### config.mk
export PLATFORM = sky130hd
export DESIGN_NAME = tick_driven_cpu_scheduler
export DESIGN_NICKNAME = d
export VERILOG_FILES = /design/src/sv/tdcs_pkg.sv /design/src/sv/tdcs_ctrl.sv /design/src/sv/tdcs_datapath.sv /design/src/sv/tick_driven_cpu_scheduler.sv
export SDC_FILE = /design/constraint.sdc
export NUM_CORES = 1
export LEC_CHECK = 0
export BUFFER_PORTS_ARGS = -buffer_cell sky130_fd_sc_hd__buf_2
export CAP_MARGIN = 0
export CORE_ASPECT_RATIO = 0.6
export CORE_MARGIN = 5
export CORE_UTILIZATION = 55
export CTS_CLUSTER_SIZE = 20
export DETAILED_ROUTE_END_ITERATION = 10
export PLACE_DENSITY_LB_ADDON = 0.05
export SYNTH_ARGS = -nofsm -noshare
export SYNTH_HDL_FRONTEND = slang
export SYNTH_SLANG_ARGS = --single-unit
### constraint.sdc
create_clock -name clk -period 3.12 [get_ports clk]
set_input_delay 0.312 -clock clk [delete_from_list [all_inputs] [get_ports clk]]
set_output_delay 0.312 -clock clk [all_outputs]
set_load 0.05 [all_outputs]
### src/sv/tdcs_pkg.sv
// Shared types and codes for the tick driven CPU scheduler.
`default_nettype none
package tdcs_pkg;

  // Activity codes reported for each tick.
  localparam logic [1:0] ACT_IDLE   = 2'd0;
  localparam logic [1:0] ACT_RUN    = 2'd1;
  localparam logic [1:0] ACT_SWITCH = 2'd2;
  localparam logic [1:0] ACT_DONE   = 2'd3;

  // Scheduling policies.
  localparam logic [1:0] POL_FCFS = 2'd0;
  localparam logic [1:0] POL_RR   = 2'd1;
  localparam logic [1:0] POL_SRT  = 2'd2;

  // Configuration register indexes.
  localparam logic [1:0] CFG_POLICY  = 2'd0;
  localparam logic [1:0] CFG_QUANTUM = 2'd1;
  localparam logic [1:0] CFG_SWITCH  = 2'd2;
  localparam logic [1:0] CFG_TOTAL   = 2'd3;

  // Register reset values.
  localparam logic [15:0] QUANTUM_RST = 16'd4;
  localparam logic [4:0]  TOTAL_RST   = 5'd16;

  // Commands from the controller to the datapath, one phase per cycle.
  typedef struct packed {
    logic latch;
    logic admit;
    logic decide;
    logic head;
    logic scan_step;
    logic scan_end;
    logic load;
    logic update;
    logic rm_rd;
    logic rm_chk;
    logic rm_end;
    logic out_load;
  } tdcs_cmd_t;

  // Status from the datapath back to the controller.
  typedef struct packed {
    logic done;
    logic switching;
    logic empty;
    logic srt;
    logic scan_last;
    logic burst_done;
    logic rm_last;
    logic out_free;
  } tdcs_sts_t;

endpackage
`default_nettype wire

### src/sv/tdcs_ctrl.sv
// Sequencer that steps the datapath through one scheduler tick.
`default_nettype none
module tdcs_ctrl (
  input  wire                 clk,
  input  wire                 rst,
  input  wire                 in_valid,
  output logic                in_ready,
  input  tdcs_pkg::tdcs_sts_t sts,
  output tdcs_pkg::tdcs_cmd_t cmd
);
  import tdcs_pkg::*;

  localparam logic [3:0] S_IDLE     = 4'd0;
  localparam logic [3:0] S_ADMIT    = 4'd1;
  localparam logic [3:0] S_DECIDE   = 4'd2;
  localparam logic [3:0] S_HEAD     = 4'd3;
  localparam logic [3:0] S_SCAN     = 4'd4;
  localparam logic [3:0] S_SCAN_END = 4'd5;
  localparam logic [3:0] S_LOAD     = 4'd6;
  localparam logic [3:0] S_UPDATE   = 4'd7;
  localparam logic [3:0] S_RM_RD    = 4'd8;
  localparam logic [3:0] S_RM_CHK   = 4'd9;
  localparam logic [3:0] S_RM_END   = 4'd10;
  localparam logic [3:0] S_OUT      = 4'd11;

  logic [3:0] state;
  logic [3:0] state_next;

  always_ff @(posedge clk) begin
    if (rst) begin
      state <= S_IDLE;
    end else begin
      state <= state_next;
    end
  end

  always_comb begin
    state_next = state;
    cmd        = '0;
    in_ready   = 1'b0;
    case (state)
      S_IDLE: begin
        in_ready = 1'b1;
        if (in_valid) begin
          cmd.latch  = 1'b1;
          state_next = S_ADMIT;
        end
      end
      S_ADMIT: begin
        cmd.admit  = 1'b1;
        state_next = S_DECIDE;
      end
      S_DECIDE: begin
        cmd.decide = 1'b1;
        if (sts.done || sts.switching || sts.empty) begin
          state_next = S_OUT;
        end else if (sts.srt) begin
          state_next = S_SCAN;
        end else begin
          state_next = S_HEAD;
        end
      end
      S_HEAD: begin
        cmd.head   = 1'b1;
        state_next = S_UPDATE;
      end
      S_SCAN: begin
        cmd.scan_step = 1'b1;
        if (sts.scan_last) begin
          state_next = S_SCAN_END;
        end
      end
      S_SCAN_END: begin
        cmd.scan_end = 1'b1;
        state_next   = S_LOAD;
      end
      S_LOAD: begin
        cmd.load   = 1'b1;
        state_next = S_UPDATE;
      end
      S_UPDATE: begin
        cmd.update = 1'b1;
        state_next = sts.burst_done ? S_RM_RD : S_OUT;
      end
      S_RM_RD: begin
        cmd.rm_rd  = 1'b1;
        state_next = S_RM_CHK;
      end
      S_RM_CHK: begin
        cmd.rm_chk = 1'b1;
        state_next = sts.rm_last ? S_RM_END : S_RM_RD;
      end
      S_RM_END: begin
        cmd.rm_end = 1'b1;
        state_next = S_OUT;
      end
      S_OUT: begin
        if (sts.out_free) begin
          cmd.out_load = 1'b1;
          state_next   = S_IDLE;
        end
      end
      default: begin
        state_next = S_IDLE;
      end
    endcase
  end

endmodule
`default_nettype wire

### src/sv/tdcs_datapath.sv
// Process table, ready queue, timers and result register of the scheduler.
`default_nettype none
module tdcs_datapath #(
  parameter int MAX_PROCESSES = 16
) (
  input  wire                 clk,
  input  wire                 rst,
  input  wire                 cfg_we,
  input  wire  [1:0]          cfg_index,
  input  wire  [15:0]         cfg_data,
  input  wire                 arrive,
  input  wire  [15:0]         arrive_burst,
  input  wire                 out_ready,
  output logic                out_valid,
  output logic [1:0]          activity,
  output logic [3:0]          process_id,
  output logic                completed,
  output logic                arrival_dropped,
  input  tdcs_pkg::tdcs_cmd_t cmd,
  output tdcs_pkg::tdcs_sts_t sts
);
  import tdcs_pkg::*;

  localparam int IW = (MAX_PROCESSES > 1) ? $clog2(MAX_PROCESSES) : 1;
  localparam int CW = $clog2(MAX_PROCESSES + 1);
  localparam int TW = (CW > 5) ? CW : 5;
  localparam logic [IW-1:0] LAST  = IW'(MAX_PROCESSES - 1);
  localparam logic [CW-1:0] CAP   = CW'(MAX_PROCESSES);
  localparam logic [TW-1:0] CAP_T = TW'(MAX_PROCESSES);

  // configuration
  logic [1:0]  cfg_policy;
  logic [15:0] cfg_quantum;
  logic [7:0]  cfg_switch;
  logic [4:0]  cfg_total;

  // scheduler state
  logic [IW-1:0]            head;
  logic [IW-1:0]            tail;
  logic [CW-1:0]            count;
  logic [CW-1:0]            arrived;
  logic [MAX_PROCESSES-1:0] mask;
  logic [15:0]              slice_left;
  logic [7:0]               switch_left;

  // per tick work registers
  logic          in_arrive;
  logic [15:0]   in_burst;
  logic [IW-1:0] cur_id;
  logic [15:0]   best;
  logic          found;
  logic [IW-1:0] scan_i;
  logic [IW-1:0] chk_idx;
  logic          chk_pend;
  logic [CW-1:0] rm_j;
  logic [IW-1:0] rm_pos;
  logic [IW-1:0] rm_prev;
  logic          rm_found;
  logic [1:0]    res_act;
  logic [3:0]    res_pid;
  logic          res_cmp;
  logic          res_drop;

  // memories
  logic [15:0]   rb_mem [MAX_PROCESSES];
  logic [IW-1:0] fq_mem [MAX_PROCESSES];
  logic          rb_we, rb_re, fq_we, fq_re;
  logic [IW-1:0] rb_waddr, rb_raddr, fq_waddr, fq_raddr, fq_wdata;
  logic [15:0]   rb_wdata, rb_rdata;
  logic [IW-1:0] fq_rdata;

  // derived values
  logic [TW-1:0] total_t, total_eff, arrived_t;
  logic [15:0]   q_eff, burst_fix, burst_dec;
  logic          can_admit, admit_ok, done_now, is_rr, is_srt, scan_take, rotate;

  function automatic logic [IW-1:0] wrap_inc(input logic [IW-1:0] p);
    return (p == LAST) ? '0 : IW'(p + 1'b1);
  endfunction

  function automatic logic [IW-1:0] wrap_dec(input logic [IW-1:0] p);
    return (p == '0) ? LAST : IW'(p - 1'b1);
  endfunction

  assign total_t   = TW'(cfg_total);
  assign total_eff = (total_t > CAP_T) ? CAP_T : total_t;
  assign arrived_t = TW'(arrived);
  assign q_eff     = (cfg_quantum == 16'd0) ? 16'd1 : cfg_quantum;
  assign burst_fix = (in_burst == 16'd0) ? 16'd1 : in_burst;
  assign burst_dec = (rb_rdata == 16'd0) ? 16'd0 : 16'(rb_rdata - 1'b1);
  assign can_admit = (arrived_t < total_eff) && (count < CAP);
  assign admit_ok  = cmd.admit && in_arrive && can_admit;
  assign done_now  = (arrived_t >= total_eff) && (count == '0);
  assign is_rr     = (cfg_policy == POL_RR);
  assign is_srt    = (cfg_policy == POL_SRT);
  assign scan_take = mask[chk_idx] && (!found || (rb_rdata < best));
  assign rotate    = cmd.update && (rb_rdata > 16'd1) && is_rr && (slice_left <= 16'd1);

  assign sts.done       = done_now;
  assign sts.switching  = (switch_left != 8'd0);
  assign sts.empty      = (count == '0);
  assign sts.srt        = is_srt;
  assign sts.scan_last  = (scan_i == LAST);
  assign sts.burst_done = (rb_rdata <= 16'd1);
  assign sts.rm_last    = (rm_j == CW'(count - 1'b1));
  assign sts.out_free   = !out_valid || out_ready;

  // memory port steering
  always_comb begin
    rb_we    = admit_ok;
    rb_waddr = arrived[IW-1:0];
    rb_wdata = burst_fix;
    if (cmd.update) begin
      rb_we    = 1'b1;
      rb_waddr = cur_id;
      rb_wdata = burst_dec;
    end
    rb_re    = cmd.scan_step || cmd.load || cmd.head;
    rb_raddr = scan_i;
    if (cmd.load) begin
      rb_raddr = cur_id;
    end else if (cmd.head) begin
      rb_raddr = fq_rdata;
    end

    fq_we    = admit_ok;
    fq_waddr = tail;
    fq_wdata = arrived[IW-1:0];
    if (rotate) begin
      fq_we    = 1'b1;
      fq_wdata = cur_id;
    end else if (cmd.rm_chk && rm_found) begin
      fq_we    = 1'b1;
      fq_waddr = rm_prev;
      fq_wdata = fq_rdata;
    end
    fq_re    = cmd.decide || cmd.rm_rd;
    fq_raddr = cmd.rm_rd ? rm_pos : head;
  end

  always_ff @(posedge clk) begin
    if (rb_we) begin
      rb_mem[rb_waddr] <= rb_wdata;
    end
    if (rb_re) begin
      rb_rdata <= rb_mem[rb_raddr];
    end
  end

  always_ff @(posedge clk) begin
    if (fq_we) begin
      fq_mem[fq_waddr] <= fq_wdata;
    end
    if (fq_re) begin
      fq_rdata <= fq_mem[fq_raddr];
    end
  end

  // control state
  always_ff @(posedge clk) begin
    if (rst) begin
      cfg_policy  <= POL_FCFS;
      cfg_quantum <= QUANTUM_RST;
      cfg_switch  <= 8'd0;
      cfg_total   <= TOTAL_RST;
      head        <= '0;
      tail        <= '0;
      count       <= '0;
      arrived     <= '0;
      mask        <= '0;
      slice_left  <= QUANTUM_RST;
      switch_left <= 8'd0;
      out_valid   <= 1'b0;
    end else begin
      if (cfg_we) begin
        case (cfg_index)
          CFG_POLICY:  cfg_policy  <= cfg_data[1:0];
          CFG_QUANTUM: cfg_quantum <= cfg_data;
          CFG_SWITCH:  cfg_switch  <= cfg_data[7:0];
          CFG_TOTAL:   cfg_total   <= cfg_data[4:0];
          default:     cfg_policy  <= cfg_policy;
        endcase
      end
      if (admit_ok) begin
        mask[arrived[IW-1:0]] <= 1'b1;
        tail                  <= wrap_inc(tail);
        count                 <= CW'(count + 1'b1);
        arrived               <= CW'(arrived + 1'b1);
      end
      if (cmd.decide && !done_now && (switch_left != 8'd0)) begin
        switch_left <= 8'(switch_left - 1'b1);
      end
      if (cmd.update) begin
        if (rb_rdata <= 16'd1) begin
          mask[cur_id] <= 1'b0;
        end else if (is_rr) begin
          if (slice_left <= 16'd1) begin
            slice_left  <= q_eff;
            head        <= wrap_inc(head);
            tail        <= wrap_inc(tail);
            switch_left <= cfg_switch;
          end else begin
            slice_left <= 16'(slice_left - 1'b1);
          end
        end
      end
      if (cmd.rm_end) begin
        count      <= CW'(count - 1'b1);
        tail       <= wrap_dec(tail);
        slice_left <= q_eff;
        // no switch after the final finish of the run
        if (!((arrived_t >= total_eff) && (count == CW'(1)))) begin
          switch_left <= cfg_switch;
        end
      end
      if (cmd.out_load) begin
        out_valid <= 1'b1;
      end else if (out_ready) begin
        out_valid <= 1'b0;
      end
    end
  end

  // per tick payload
  always_ff @(posedge clk) begin
    if (cmd.latch) begin
      in_arrive <= arrive;
      in_burst  <= arrive_burst;
      res_act   <= ACT_IDLE;
      res_pid   <= 4'd0;
      res_cmp   <= 1'b0;
      res_drop  <= 1'b0;
    end
    if (cmd.admit && in_arrive && !can_admit) begin
      res_drop <= 1'b1;
    end
    if (cmd.decide) begin
      if (done_now) begin
        res_act <= ACT_DONE;
      end else if (switch_left != 8'd0) begin
        res_act <= ACT_SWITCH;
      end else if (count == '0) begin
        res_act <= ACT_IDLE;
      end else begin
        res_act <= ACT_RUN;
      end
      scan_i   <= '0;
      chk_pend <= 1'b0;
      found    <= 1'b0;
    end
    if (cmd.head) begin
      cur_id <= fq_rdata;
    end
    if (cmd.scan_step) begin
      chk_idx  <= scan_i;
      chk_pend <= 1'b1;
      if (scan_i != LAST) begin
        scan_i <= IW'(scan_i + 1'b1);
      end
    end
    if ((cmd.scan_step && chk_pend) || cmd.scan_end) begin
      if (scan_take) begin
        best   <= rb_rdata;
        cur_id <= chk_idx;
        found  <= 1'b1;
      end
    end
    if (cmd.update) begin
      res_pid  <= 4'(cur_id);
      rm_j     <= '0;
      rm_pos   <= head;
      rm_found <= 1'b0;
      if (rb_rdata <= 16'd1) begin
        res_cmp <= 1'b1;
      end
    end
    if (cmd.rm_chk) begin
      if (!rm_found && (fq_rdata == cur_id)) begin
        rm_found <= 1'b1;
      end
      rm_prev <= rm_pos;
      rm_pos  <= wrap_inc(rm_pos);
      rm_j    <= CW'(rm_j + 1'b1);
    end
    if (cmd.out_load) begin
      activity        <= res_act;
      process_id      <= res_pid;
      completed       <= res_cmp;
      arrival_dropped <= res_drop;
    end
  end

endmodule
`default_nettype wire

### src/sv/tick_driven_cpu_scheduler.sv
// Top level of the tick driven CPU scheduler.
//
// Each input word is one scheduler tick, optionally carrying a new process
// and its burst length; each tick yields exactly one output word telling
// whether the CPU idled, ran a process (with its arrival-order id), spent
// the tick context switching, or saw every expected process finish.
// Policies are first come first served, round robin with a programmable
// quantum, and shortest remaining time (ties go to the earliest arrival).
// Each tick is accepted, then passes the admit and decide states and goes to
// the output state when the CPU idles, switches or is done; when a FCFS or
// round robin process runs, the queue head is read and its burst updated
// first. The result word is registered and appears together with ready
// for the next word, once the output register is free. Shortest remaining
// time adds a scan of the process table through its single read port, and
// a finishing process adds one read and one check per ready queue slot
// while it is unlinked from the queue. One tick is worked on at a time;
// the output register lets the next tick enter while a result waits.
// The process table and queue memories are not cleared; entries are only
// read after being written, so the block is ready right after reset.
// Write configuration only while no tick is in flight.
`default_nettype none
module tick_driven_cpu_scheduler #(
  parameter int MAX_PROCESSES = 16
) (
  input  wire         clk,
  input  wire         rst,
  // configuration write port
  input  wire         cfg_we,
  input  wire  [1:0]  cfg_index,
  input  wire  [15:0] cfg_data,
  // tick input channel
  input  wire         in_valid,
  output logic        in_ready,
  input  wire         arrive,
  input  wire  [15:0] arrive_burst,
  // result channel
  output logic        out_valid,
  input  wire         out_ready,
  output logic [1:0]  activity,
  output logic [3:0]  process_id,
  output logic        completed,
  output logic        arrival_dropped
);
  import tdcs_pkg::*;

  tdcs_cmd_t cmd;
  tdcs_sts_t sts;

  // Sequencer: hold off new words until the current tick is reported.
  tdcs_ctrl u_ctrl (
    .clk      (clk),
    .rst      (rst),
    .in_valid (in_valid),
    .in_ready (in_ready),
    .sts      (sts),
    .cmd      (cmd)
  );

  // Datapath: table, queue, timers and the output register.
  tdcs_datapath #(
    .MAX_PROCESSES (MAX_PROCESSES)
  ) u_dp (
    .clk             (clk),
    .rst             (rst),
    .cfg_we          (cfg_we),
    .cfg_index       (cfg_index),
    .cfg_data        (cfg_data),
    .arrive          (arrive),
    .arrive_burst    (arrive_burst),
    .out_ready       (out_ready),
    .out_valid       (out_valid),
    .activity        (activity),
    .process_id      (process_id),
    .completed       (completed),
    .arrival_dropped (arrival_dropped),
    .cmd             (cmd),
    .sts             (sts)
  );

endmodule
`default_nettype wire

After elaboration in Yosys (flattened, before gate mapping)
Memories as Yosys holds them, arrays and structs flattened. A register that Yosys moved wholly into a read port is not among the register bits.
Cells that the tools add are included.

operators by class
  reduce and logical (&&, ||, !) cells = 54
  add/sub/neg operators = 12
  magnitude comparators = 13
  bitwise logic cells = 4
  multiplexer cells = 105
  eq/ne operators = 28

operator list
  cell                   number
  $mux 16                13
  $mux 4                 32
  $mux 8                 7
  $logic_not 16->1       3
  $pmux 4 s11            1
  $mux 1                 37
  $eq 4x4->1 const B     8
  $le 16x1->1 const B    2
  $sub 16x1->16 const B  2
  $mux 5                 5
  $logic_and 1x1->1      17
  $add 4x1->4 const B    4
  $and 16x16->16         1
  $eq 4x3->1 const B     4
  $gt 16x1->1 const B    1
  $lt 16x16->1           1
  $not 16->16            1
  $or 16x16->16          1
  $add 5x1->5 const B    3
  $lt 4x5->1 const B     3
  $reduce_bool 2->1      7
  $mux 2                 6
  $reduce_and 2->1       5
  $demux 1 s4            2
  29 further kinds       50

storage, ports and cells
  memory bits (writable) = 320
  output and inout port bits = 10
  logic and storage cells = 251
  register bits = 171
  bits of input ports = 40
  memories = 2

memory list
  name         words  width  read ports  clocked after memory_dff  write ports  RTL line             RTL
  u_dp.rb_mem  16     16     1           1                         1            tdcs_datapath.sv:65  logic [15:0] rb_mem [MAX_PROCESSES];
  u_dp.fq_mem  16     4      1           1                         1            tdcs_datapath.sv:66  logic [IW-1:0] fq_mem [MAX_PROCESSES];

Depth between registers and ports, before layout
Gate-level depths: netlist of the first run.

  depth in word-level cells = 14
  gate-level depth with buffers = 11
  mapped depth without buffers = 9

Modules after synthesis
A second synthesis of the first run with hierarchy kept.

unflattened totals
  cell total of the unflattened synthesis = 1697
  area, all modules = 22699.3 µm²

modules (own cells, without submodules)
  module         times used  sequential area each (µm²)  cells an instance  area an instance (µm²)
  tdcs_datapath  1           14193.6                     1638               22258.8
  tdcs_ctrl      1           80.1                        59                 440.4

Worst setup path after synthesis of the first run
Ideal clock, no wire load.

  path type = register to register
  start = reg u_ctrl.state[0]
  end = reg u_dp.in_arrive, enable pin
  arrival = 3360 ps
  cell stages (with the launch flop) = 7
  period minus slack after synthesis = 3730 ps
  setup time = 370 ps
  path buffers = 3
  setup slack = -610 ps
  required time = 2750 ps
  cell sequence = dfxtp_1 > buf_2 > buf_2 > buf_1 > nor4_1 > nand2_1 > inv_1

RTL lines
  what                    RTL line              RTL
  from (decl)             tdcs_ctrl.sv:26       logic [3:0] state;
  from (signal assigned)  tdcs_ctrl.sv:33       state <= state_next;
  to (signal assigned)    tdcs_datapath.sv:227  in_arrive <= arrive;
  to (decl)               tdcs_datapath.sv:47   logic in_arrive;

Worst setup path after layout of the first run
  start = reg u_dp.cfg_total[4]
  end = mem u_dp.fq_mem[8][0] in the netlist's numbering, enable pin

on the way
  longest elaborated chain between the ends = 9

RTL lines
  what                            RTL line              RTL
  from (decl)                     tdcs_datapath.sv:35   logic [4:0] cfg_total;
  from (signal assigned)          tdcs_datapath.sv:180  CFG_TOTAL: cfg_total <= cfg_data[4:0];
  $gt 5x5->1                      tdcs_datapath.sv:86   assign total_eff = (total_t > CAP_T) ? CAP_T : total_t;
  $mux 5 *                        tdcs_datapath.sv:86
  $lt 5x5->1 *                    tdcs_datapath.sv:91   assign can_admit = (arrived_t < total_eff) && (count < CAP);
  $logic_and 1x1->1 *             tdcs_datapath.sv:91
  $logic_and 1x1->1 *             tdcs_datapath.sv:92   assign admit_ok = cmd.admit && in_arrive && can_admit;
  $mux 1 *                        tdcs_datapath.sv:132  end else if (cmd.rm_chk && rm_found) begin
  $mux 1 *                        tdcs_datapath.sv:129  if (rotate) begin
  $mux 1 *                        tdcs_datapath.sv:151  if (fq_we) begin
  $mux 1 (not written as such) *  tdcs_datapath.sv:152  fq_mem[fq_waddr] <= fq_wdata;
  to (decl)                       tdcs_datapath.sv:66

Every way passes the cells marked *; elsewhere a longest branch is shown, timed or not.

==> results of run 1 <==
per-layer routing:
layer / vias up / global-route usage [%] / part of all wire [%]
li1: 7403 / - / -
met1: 7877 / 44.3 / 49
met2: 722 / 33.6 / 38
met3: 46 / 9.04 / 12
met4: 0 / 3.55 / 0.84
met5: - / 0 / 0
cell families after synthesis:
logic type	Yosys count
fa+ha+maj	38
simple gates	548
buf+inv	154
mux	113
flops	511
xor+xnor	45
compound gates	449
tightest hold or removal path, stage by stage:
cell	delay (ns)
buf_2	0.12
nand2_1	0.05
a21oi_1	0.05
per-stage QoR:
| step | utilization, % | instances | setup slack, ns | TNS, ns |
|---|---|---|---|---|
| finish | 65.3 | 2582 | 0.120 | 0 |
| global route | 65.3 | 2581 | -0.0536 | -0.986 |
| CTS | 65.2 | 2581 | 0.0645 | 0 |
| detailed placement | 60.5 | 2465 | 0.0563 | 0 |
| global placement | 60.5 | 2465 | 0.0879 | 0 |
| floorplan | - | 1858 | -0.0825 | -8.91 |
Yosys cell counts, types with 32 or more instances:
library cell	instances	area share, %
a211oi_1	64	2.1
inv_1	45	0.74
nor3_1	32	0.70
dfxtp_1	107	9.4
nor2_1	119	2.0
o21ai_0	111	2.4
a21oi_1	116	2.6
clkbuf_1	85	1.4
mux2_2	43	2.1
ha_1	38	2.1
edfxtp_1	404	53
nand3_1	94	2.1
nor4_1	33	0.91
mux2i_1	58	2.6
nand2_1	146	2.4
power breakdown:
group          switching, mW  internal [mW]  leakage (nW)
sequential             0.450           8.12          4.53
combinational           3.77           2.23          3.95
clock                   2.54           3.60         0.792
flip-flops by register name (all words and copies together), names as in the netlist, 5 cells and up:
name	count
u_dp.best	16
u_dp.count	5
u_dp.mask	16
u_dp.rb_mem	256
u_dp.cfg_total	5
u_dp.in_burst	16
u_dp.cfg_switch	8
u_dp.arrived	5
u_dp.rb_rdata	16
u_dp.fq_mem	64
u_dp.switch_left	8
u_dp.rm_j	5
u_dp.slice_left	16
u_dp.cfg_quantum	16
worst max-delay path by stage:
| stage | start | end | depth (start not counted) |
|---|---|---|---|
| after floorplan | u_dp.cfg_total[4] | u_dp.rb_mem[11][0] | 10 |
| after global placement | u_dp.rb_rdata[2] | u_dp.fq_mem[0][2] | 7 |
| after detailed placement | u_ctrl.state[0] | u_dp.rb_rdata[0] | 10 |
| after CTS | u_dp.rb_rdata[5] | u_dp.fq_mem[15][3] | 7 |
| after global routing | u_dp.cfg_total[4] | u_dp.fq_mem[3][2] | 9 |
| final | u_dp.cfg_total[4] | u_dp.fq_mem[8][0] | 10 |
cells in the final DEF, fill, tap and decap left out, types with 28 or more instances in the layout:
master         instances
mux2_2                43
nand2_1              145
nand3_1               94
a211oi_1              63
nor4_1                31
o21ai_0              101
nor3_1                31
clkbuf_16             49
buf_2                 49
inv_1                 45
edfxtp_1             404
mux2i_1               56
dlygate4sd3_1         28
dfxtp_1              107
ha_1                  38
a21oi_1              115
nor2_1               107
buf_4                111
final cells by class:
| type | count | area share [%] |
|---|---|---|
| inverters | 46 | 0.650 |
| clock inverters | 27 | 1.34 |
| multi-input cells | 1193 | 29.9 |
| well taps | 531 | 2.50 |
| diodes | 1 | 0.00943 |
| clock buffers | 61 | 4.86 |
| flip-flops and latches | 511 | 53.8 |
| repair buffers | 212 | 6.93 |
timing repair:
item,in CTS,in global routing
hold buffers,28,0
gates resized for setup,0,10
setup buffers,0,0
endpoints found under the setup margin,0,96
endpoints found under the hold margin,30,0
==> flow_summary_export.csv, run 1 <==
group,metric,value,unit
placement,post-dp-hpwl,41700,µm
setup_path,cp_slowest_cell,"or4_1",
clocking,numCtsBuffers,47,
timing,hold_viol_final,0,
synthesis,netlist_instances,1858,
placement,portBuffers,49,
finish,layout-drive-gt1-share,17.3,%
timing,fin_crit,3.00,ns
power_and_ir_drop,pwr_density_cell,780,nW/µm²
die,start_util,55.9,%
die,die_area,45600,µm²
clocking,root_buffer,"clkbuf_16",
setup_path,timing.rr.start,"u_dp.cfg_total[4]",
drt,drtAntennaViolNets,0,
finish,multi_input_area,7950,µm²
clocking,htree_levels,2,
min_path,hold_depth,3,
synthesis,ys_async_sr_fraction,0,%
setup_path,crit_path_end_kind,"flop",
die,rows,57,
setup_path,cpLargestDelayFamily,"simple AND/OR/NAND/NOR gates",
min_path,hold_end,"u_dp.cfg_quantum[4]",
clocking,clk_pin_slew,0.06,ns
drt,viasPerCell,6.22,
synthesis,synth_xor_area_share,1.73,%
synthesis,ys_seq_area_share,62.8,%
synthesis,synth_area,22700,µm²
finish,fillers,3147,
clocking,cts_tree,"built",
setup_path,cp_slowest_stage_delay,0.64,ns
global_routing,grt_max_degree,61,
min_path,min_from,"cfg_data[4]",
finish,area_growth,16.8,%
setup_path,crit_type,"reg -> reg",
synthesis,synth_cell_types,80,
timing,maxSlewViolCount,0,
timing,whs,0.0249,ns
global_routing,globalRouteTotalUtil,26.5,%
finish,design_area,26600,µm²
timing,relSlewSlack,30.2,%
setup_path,r2r_slack,0.12,ns
synthesis,synthMuxAreaShare,5.87,%
power_and_ir_drop,peakVddDrop,0.000542,V
outcome,status,"completed",
synthesis,synth_top_family_by_area,"compound AO/OA/AOI/OAI gates",
setup_path,path_buf_inv,2,
setup_path,path_max_fanout,5,
timing,rsz0062_at_grt,"yes",
global_routing,grt-ovfl-total,0,
placement,dpl-instance-area,24600,µm²
synthesis,syn_avg_cell_area,12.2,µm²
drt,routed_wl,61100,µm
die,core-area,40700,µm²
drt,wl_per_cell,23.7,µm
synthesis,synth_edf_count,404,
timing,setup_viol,0,
run,drv_cap,0,
drt,dr.first_iter.drc_count,2170,
timing,tightest_slew,1.04,ns
finish,seq_area,14300,µm²
die,die_w,272,µm
clocking,clock_latency,0.58,ns
die,die_h,167,µm
clocking,cts_sinks,511,
min_path,min_path_type,"in -> reg",
setup_path,crit_chain,"inv_1 > nand2_1 > ha_1 > a21oi_1 > o21ai_0 > or4_1 > buf_4 > nand2_1 > a21oi_1 > nor2_1",
synthesis,synth_compound_area_share,12.8,%
setup_path,required,3.35,ns
drt,drcViolationCount,0,
die,boundaryPins,50,
setup_path,arrival,3.23,ns
clocking,clk_path_buf_depth,3,
timing,fmax,333,MHz
timing,finClkSkew,0.0298,ns
drt,routed-via-count,16000,
finish,final_nets,2089,
timing,period_share,96.1,%
setup_path,crit_path_start_kind,"flop",
global_routing,antenna_found_initial,2,
synthesis,syn_nets,1936,
global_routing,grt_pass1_vias,15100,
synthesis,ys_seq_elements,511,
drt,first_pass_iters,6,
power_and_ir_drop,p_leak,9.28,nW
setup_path,reg2regPathDepth,10,
synthesis,yosys.area_share.adder,2.09,%
global_routing,grt_first_pass_wirelength,93200,µm
synthesis,synthFlopType,"edfxtp_1",
power_and_ir_drop,power,20.7,mW
setup_path,r2r_end,"u_dp.fq_mem[8][0]",
synthesis,ys_warn_count,0,
synthesis,synth-simple-area-share,12.0,%
placement,place_congestion,0.919,
No activity file was read; power rests on OpenSTA's default activity.
==> inputs of run 2 (changes only) <==
--- a/config.mk
+++ b/config.mk
@@ -10,9 +10,12 @@
 export CORE_ASPECT_RATIO = 0.6
 export CORE_MARGIN = 5
 export CORE_UTILIZATION = 55
+export CTS_BUF_LIST = sky130_fd_sc_hd__clkbuf_8
+export CTS_CLUSTER_DIAMETER = 30
 export CTS_CLUSTER_SIZE = 20
 export DETAILED_ROUTE_END_ITERATION = 10
 export PLACE_DENSITY_LB_ADDON = 0.05
 export SYNTH_ARGS = -nofsm -noshare
 export SYNTH_HDL_FRONTEND = slang
+export SYNTH_HIERARCHICAL = 1
 export SYNTH_SLANG_ARGS = --single-unit
==> flow_summary_export.csv, run 2 <==
group,metric,value,unit
outcome,status,"completed",
power_and_ir_drop,power_frac_seq,46.7,%
setup_path,required,3.53,ns
setup_path,reg2regPathDepth,8,
power_and_ir_drop,pwr_density_cell,632,nW/µm²
clocking,clock_latency,0.65,ns
drt,routed_wl,55500,µm
synthesis,synthMuxAreaShare,14.7,%
timing,finClkSkew,0.0307,ns
drt,drtAntennaViolNets,0,
synthesis,synth_area,22700,µm²
clocking,root_buffer,"clkbuf_8",
clocking,cts_tree,"built",
finish,reg_top3,"u_dp/rb_mem: 256 flops, u_dp/fq_mem: 64 flops",
power_and_ir_drop,p_int,12.1,mW
synthesis,ys_seq_area_share,62.9,%
die,start_util,55.8,%
power_and_ir_drop,sw_frac_of_total,28.2,%
global_routing,grt_use_met1,39.9,%
synthesis,syn_nets,1779,
synthesis,synth_top_family_by_area,"multiplexers",
timing,hold_viol_final,0,
power_and_ir_drop,p_leak,10.1,nW
clocking,cts_sinks,511,
die,boundaryPins,50,
timing,fmax,329,MHz
setup_path,cp_slowest_stage_delay,0.54,ns
setup_path,path_max_fanout,6,
finish,n_antenna_cell,0,
die,die_area,45600,µm²
placement,portBuffers,49,
timing,tightest_slew,1.09,ns
power_and_ir_drop,switching_power,4.73,mW
setup_path,cpLargestDelayFamily,"compound AO/OA/AOI/OAI gates",
setup_path,crit_type,"reg -> reg",
timing,period_share,97.4,%
finish,final_nets,1982,
power_and_ir_drop,combPwrFrac,17.4,%
drt,viasPerCell,5.91,
die,die_w,272,µm
synthesis,synth_common_cells,"edfxtp_1 (404), mux2i_1 (277), nor2_1 (125)",
synthesis,synth_cell_types,81,
finish,layout_commonest_cell,"edfxtp_1",
min_path,hold_depth,4,
setup_path,path_buf_inv,2,
synthesis,synth_compound_area_share,7.18,%
setup_path,r2r_slack,0.08,ns
synthesis,yosys.area.top_type_share,53.4,%
drt,drcViolationCount,0,
timing,maxSlewViolCount,0,
placement,post-dp-hpwl,38100,µm
setup_path,arrival,3.45,ns
timing,setup_viol,0,
synthesis,synth.most_common_cell,"edfxtp_1",
drt,wl_per_cell,22.3,µm
setup_path,cp_slowest_cell,"a22oi_1",
setup_path,crit_path_start_kind,"flop",
drt,dr.first_iter.drc_count,1718,
run,drv_cap,0,
clocking,clk_pin_slew,0.08,ns
timing,whs,0.126,ns
placement,place_inst,2316,
drt,first_pass_iters,6,
synthesis,synthFlopType,"edfxtp_1",
power_and_ir_drop,peakVddDrop,0.000481,V
drt,routed-via-count,14700,
setup_path,cpMostUsedCell,"buf_4",
synthesis,synth-simple-area-share,8.87,%
synthesis,ys_warn_count,6,
power_and_ir_drop,clock_power_share,35.9,%
finish,post-route-util,65.3,%
finish,fillers,3067,
finish,seq_area,14300,µm²
synthesis,synth_edf_count,404,
clocking,clk_path_buf_depth,3,
global_routing,grt_first_pass_wirelength,85500,µm
synthesis,ys_async_sr_fraction,0,%
finish,regMostFlops,"u_dp/rb_mem",
clocking,htree_levels,3,
setup_path,crit_path_end_kind,"flop",
synthesis,yosys.area_share.adder,2.32,%
die,rows,57,
die,core-area,40700,µm²
global_routing,grt.busiest_layer,"met1",
global_routing,globalRouteTotalUtil,24.3,%
global_routing,grt_pass1_vias,14200,
global_routing,grtUsageMet3,5.33,%
finish,multi_input_area,8000,µm²
global_routing,grt-ovfl-total,0,
finish,area_growth,16.9,%
finish,largest_reg_flops,256,
finish,layout.cells.most_common_list,"edfxtp_1 (404), mux2i_1 (276), buf_4 (109), nor2_1 (108), dfxtp_1 (107)",
synthesis,synth_top_cell_by_area,"edfxtp_1",
global_routing,grt_max_degree,93,
setup_path,crit_chain,"nor4_1 > nand4b_1 > o31a_1 > a22o_1 > a22oi_1 > buf_4 > nor3_1 > buf_4",
finish,fin_cells,2492,
timing,relSlewSlack,27.5,%
setup_path,r2r_end,"u_dp/fq_mem[5][2]",
min_path,min_path_type,"in -> reg",
placement,place_congestion,0.951,
synthesis,netlist_instances,1697,
clocking,numCtsBuffers,74,
min_path,hold_end,"u_dp/cfg_policy[0]",
global_routing,antenna_found_initial,0,
global_routing,grt_use_met2,32.7,%
die,die_h,167,µm
synthesis,ys_seq_elements,511,
min_path,min_from,"cfg_index[0]",
synthesis,synth_xor_area_share,1.62,%
setup_path,timing.rr.start,"u_dp/rb_rdata[10]",
synthesis,synth.area.top_cells,"edfxtp_1 (53%), mux2i_1 (12%), dfxtp_1 (9.4%), ha_1 (2.3%), nor2_1 (2.1%)",
synthesis,syn_avg_cell_area,13.4,µm²
power_and_ir_drop,power,16.8,mW
timing,fin_crit,3.04,ns
finish,layout-drive-gt1-share,19.7,%
==> run 2: cell types whose count changed after synthesis, moves of 12 or more <==
cell      before  now
o22ai_1       17    5
a21oi_1      116   62
nor3_1        32   49
nand2_1      146  105
mux2_2        43   10
nand3_1       94   29
a31oi_1       17   30
o31ai_1       19    2
nor4_1        33   14
o21ai_0      111   49
mux2i_1       58  277
clkbuf_1      85   39
a211oi_1      64   31
==> run 2: routing by layer <==
| metal | routed length, µm | share of wire, % |
|---|---|---|
| met5 | 0 | 0 |
| met4 | 1110 | 2.0 |
| met3 | 4510 | 8.1 |
| met2 | 22400 | 40 |
| met1 | 27400 | 49 |
==> run 2: power by group through the flow <==
stage          Combinational (mW)  Clock, mW  Sequential, mW
3_5_place_dp                 2.86          0            7.99
4_1_cts                      2.90       6.18            7.84
5_1_grt                      3.13       6.52            7.86
2_1_floorplan                2.06          0            7.85
3_3_place_gp                 2.82          0            7.98
6_report                     2.91       6.03            7.84
==> run 2: timing repair <==
action,CTS,global route
endpoints found under the hold margin,49,0
gates resized for setup,0,9
setup endpoints to repair,0,100
hold buffers,34,0
buffers inserted,0,5
==> run 2: kinds of logic after synthesis <==
group | Yosys count
flops | 511
fa+ha+maj | 42
mux | 307
simple gates | 417
buf+inv | 131
compound gates | 247
xor+xnor | 42
==> run 2: worst max path at each step <==
stage | start | endpoint | slack (ns) | cells after the start
after global placement | u_dp/rb_rdata[6] | u_dp/fq_mem[14][2] | 0.08 | 7
after global routing | u_dp/rb_rdata[5] | u_dp/fq_mem[3][1] | -0.06 | 9
after floorplan | u_ctrl/state[2] | u_dp/res_pid[0] | 0.02 | 6
after detailed placement | u_dp/rb_rdata[6] | u_dp/fq_mem[6][3] | 0.06 | 7
final | u_dp/rb_rdata[10] | u_dp/fq_mem[5][2] | 0.08 | 8
after CTS | u_dp/rb_rdata[6] | u_dp/fq_mem[3][1] | 0.05 | 7
==> run 2: cell type report <==
class,count,area share (%)
well taps,531,2.50
inverters,50,0.712
flip-flops and latches,511,53.8
multi-input cells,1055,30.1
clock inverters,61,2.45
repair buffers,208,6.50
clock buffers,76,3.94
==> run 2: metrics by stage <==
step	TNS [ns]	setup slack, ns	instance area (µm²)
floorplan	0	0.0220	22700
global placement	0	0.0835	24400
detailed placement	0	0.0624	24400
CTS	0	0.0465	26500
global route	-1.07	-0.0645	26500
finish	0	0.0797	26500
==> run 2: worst register-to-register path: stages (launching register included) <==
cell and delay (ns):
edfxtp_1 0.50, nor4_1 0.37, nand4b_1 0.24, o31a_1 0.40
a22o_1 0.27, a22oi_1 0.54, buf_4 0.25, nor3_1 0.05
buf_4 0.18
==> inputs of run 3 (changes only) <==
--- a/config.mk
+++ b/config.mk
@@ -17,5 +17,4 @@
 export PLACE_DENSITY_LB_ADDON = 0.05
 export SYNTH_ARGS = -nofsm -noshare
 export SYNTH_HDL_FRONTEND = slang
-export SYNTH_HIERARCHICAL = 1
 export SYNTH_SLANG_ARGS = --single-unit
==> flow_summary_export.csv, run 3 (synthesis results as in run 1) <==
group,metric,value,unit
drt,first_pass_iters,6,
placement,portBuffers,49,
die,die_w,272,µm
placement,place_inst,2465,
timing,rsz0062_at_grt,"yes",
setup_path,arrival,3.42,ns
outcome,status,"completed",
setup_path,crit_type,"reg -> reg",
finish,layout-drive-gt1-share,19.3,%
clocking,clock_latency,0.64,ns
power_and_ir_drop,p_int,13.7,mW
finish,fin_cells,2632,
timing,relSlewSlack,28.7,%
finish,area_growth,17.4,%
clocking,clk_path_buf_depth,3,
timing,hold_viol_final,0,
timing,fmax,327,MHz
power_and_ir_drop,combPwrFrac,28.9,%
global_routing,grt_pass1_vias,15400,
power_and_ir_drop,power,20.8,mW
clocking,htree_levels,3,
power_and_ir_drop,peakVddDrop,0.000472,V
clocking,cts_sinks,511,
drt,routed-via-count,16200,
global_routing,grt_first_pass_wirelength,93800,µm
timing,period_share,97.9,%
power_and_ir_drop,sw_frac_of_total,34.0,%
die,rows,57,
setup_path,required,3.48,ns
run,drv_cap,0,
min_path,min_path_type,"in -> reg",
finish,final_nets,2120,
clocking,root_buffer,"clkbuf_8",
placement,place_congestion,0.919,
timing,finClkSkew,0.0410,ns
setup_path,crit_path_start_kind,"flop",
finish,reg_top3,"u_dp.rb_mem: 256 flops, u_dp.fq_mem: 64 flops",
power_and_ir_drop,pwr_density_cell,780,nW/µm²
clocking,numCtsBuffers,73,
setup_path,crit_path_end_kind,"flop",
power_and_ir_drop,p_leak,9.38,nW
timing,fin_crit,3.05,ns
global_routing,grt-ovfl-total,0,
timing,tightest_slew,1.06,ns
die,start_util,55.9,%
drt,wl_per_cell,23.4,µm
power_and_ir_drop,clock_power_share,29.9,%
setup_path,path_max_fanout,19,
drt,routed_wl,61700,µm
drt,dr.first_iter.drc_count,2009,
finish,largest_reg_flops,256,
power_and_ir_drop,switching_power,7.08,mW
finish,regMostFlops,"u_dp.rb_mem",
power_and_ir_drop,power_frac_seq,41.2,%
clocking,clk_pin_slew,0.08,ns
die,boundaryPins,50,
die,core-area,40700,µm²
timing,maxSlewViolCount,0,
global_routing,grt_max_degree,61,
die,die_area,45600,µm²
finish,fillers,3133,
die,die_h,167,µm
finish,layout_commonest_cell,"edfxtp_1",
finish,layout.cells.most_common_list,"edfxtp_1 (404), nand2_1 (145), a21oi_1 (115), buf_4 (111), nor2_1 (110)",
drt,drtAntennaViolNets,0,
clocking,cts_tree,"built",
global_routing,antenna_found_initial,2,
placement,post-dp-hpwl,41700,µm
drt,drcViolationCount,0,
timing,setup_viol,0,
drt,viasPerCell,6.17,
global_routing,globalRouteTotalUtil,26.7,%
run 3: timing repair:
item / 4_1_cts / 5_1_grt
resized for setup: 0 / 9
hold buffers: 33 / 0
endpoints found under the hold margin: 41 / 0
endpoints found under the setup margin: 0 / 88
setup buffers: 0 / 0
run 3: layout make-up:
cell class	instances	area [µm²]	share of cell area, %
flip-flops and latches	511	14300	53.5
inverters	46	173	0.647
clock inverters	54	634	2.38
well taps	531	664	2.49
diodes	1	2.50	0.00938
repair buffers	217	1890	7.08
clock buffers	79	1090	4.08
multi-input cells	1193	7960	29.8
run 3: worst paths after layout:
check             slack, ns            start                 end  cells past startpoint
setup / recovery       0.07  u_ctrl.state[0]    u_dp.rb_rdata[8]                      8
hold / removal         0.13         in_valid     u_ctrl.state[0]                      5
setup reg to reg       0.07  u_ctrl.state[0]    u_dp.rb_rdata[8]                      8
hold reg to reg        0.42  u_dp.res_pid[1]  u_dp.process_id[1]                      0
run 3: stage by stage:
step,setup WS [ns],setup TNS [ns],instance area (µm²),hold slack [ns],util [%]
after detailed placement,0.0563,0,24600,0.405,60.5
after global routing,-0.0379,-0.182,26700,0.140,65.6
after CTS,0.0440,0,26600,0.0971,65.5
final,0.0655,0,26700,0.133,65.6
after global placement,0.0879,0,24600,0.408,60.5
after floorplan,-0.0825,-8.91,22700,0.400,-
run 3: routing by layer:
layer | vias to the layer above | wire, µm | global-route usage, % | part of all wire, %
met2 | 766 | 23400 | 33.6 | 38
met3 | 62 | 7250 | 9.24 | 12
li1 | 7456 | - | - | -
met4 | 2 | 618 | 4.47 | 1.0
met5 | - | 83 | 1.37 | 0.13
met1 | 7948 | 30300 | 44.4 | 49
run 3: power by group through the flow:
stage | Combinational [mW] | Sequential, mW | Clock, mW
6_report | 6.02 | 8.57 | 6.22
5_1_grt | 6.43 | 8.61 | 6.63
4_1_cts | 5.84 | 8.54 | 6.29
3_5_place_dp | 5.79 | 8.68 | 0
3_3_place_gp | 5.72 | 8.68 | 0
2_1_floorplan | 3.32 | 8.48 | 0
run 3: critical path: stages, from the launching register on:
cell and delay [ns]:
dfxtp_1 0.58, buf_4 0.27, nor3b_1 0.43, o21ai_0 0.24, a211o_1 0.29, buf_4 0.22
buf_4 0.23, o22ai_1 0.36, o31ai_1 0.15
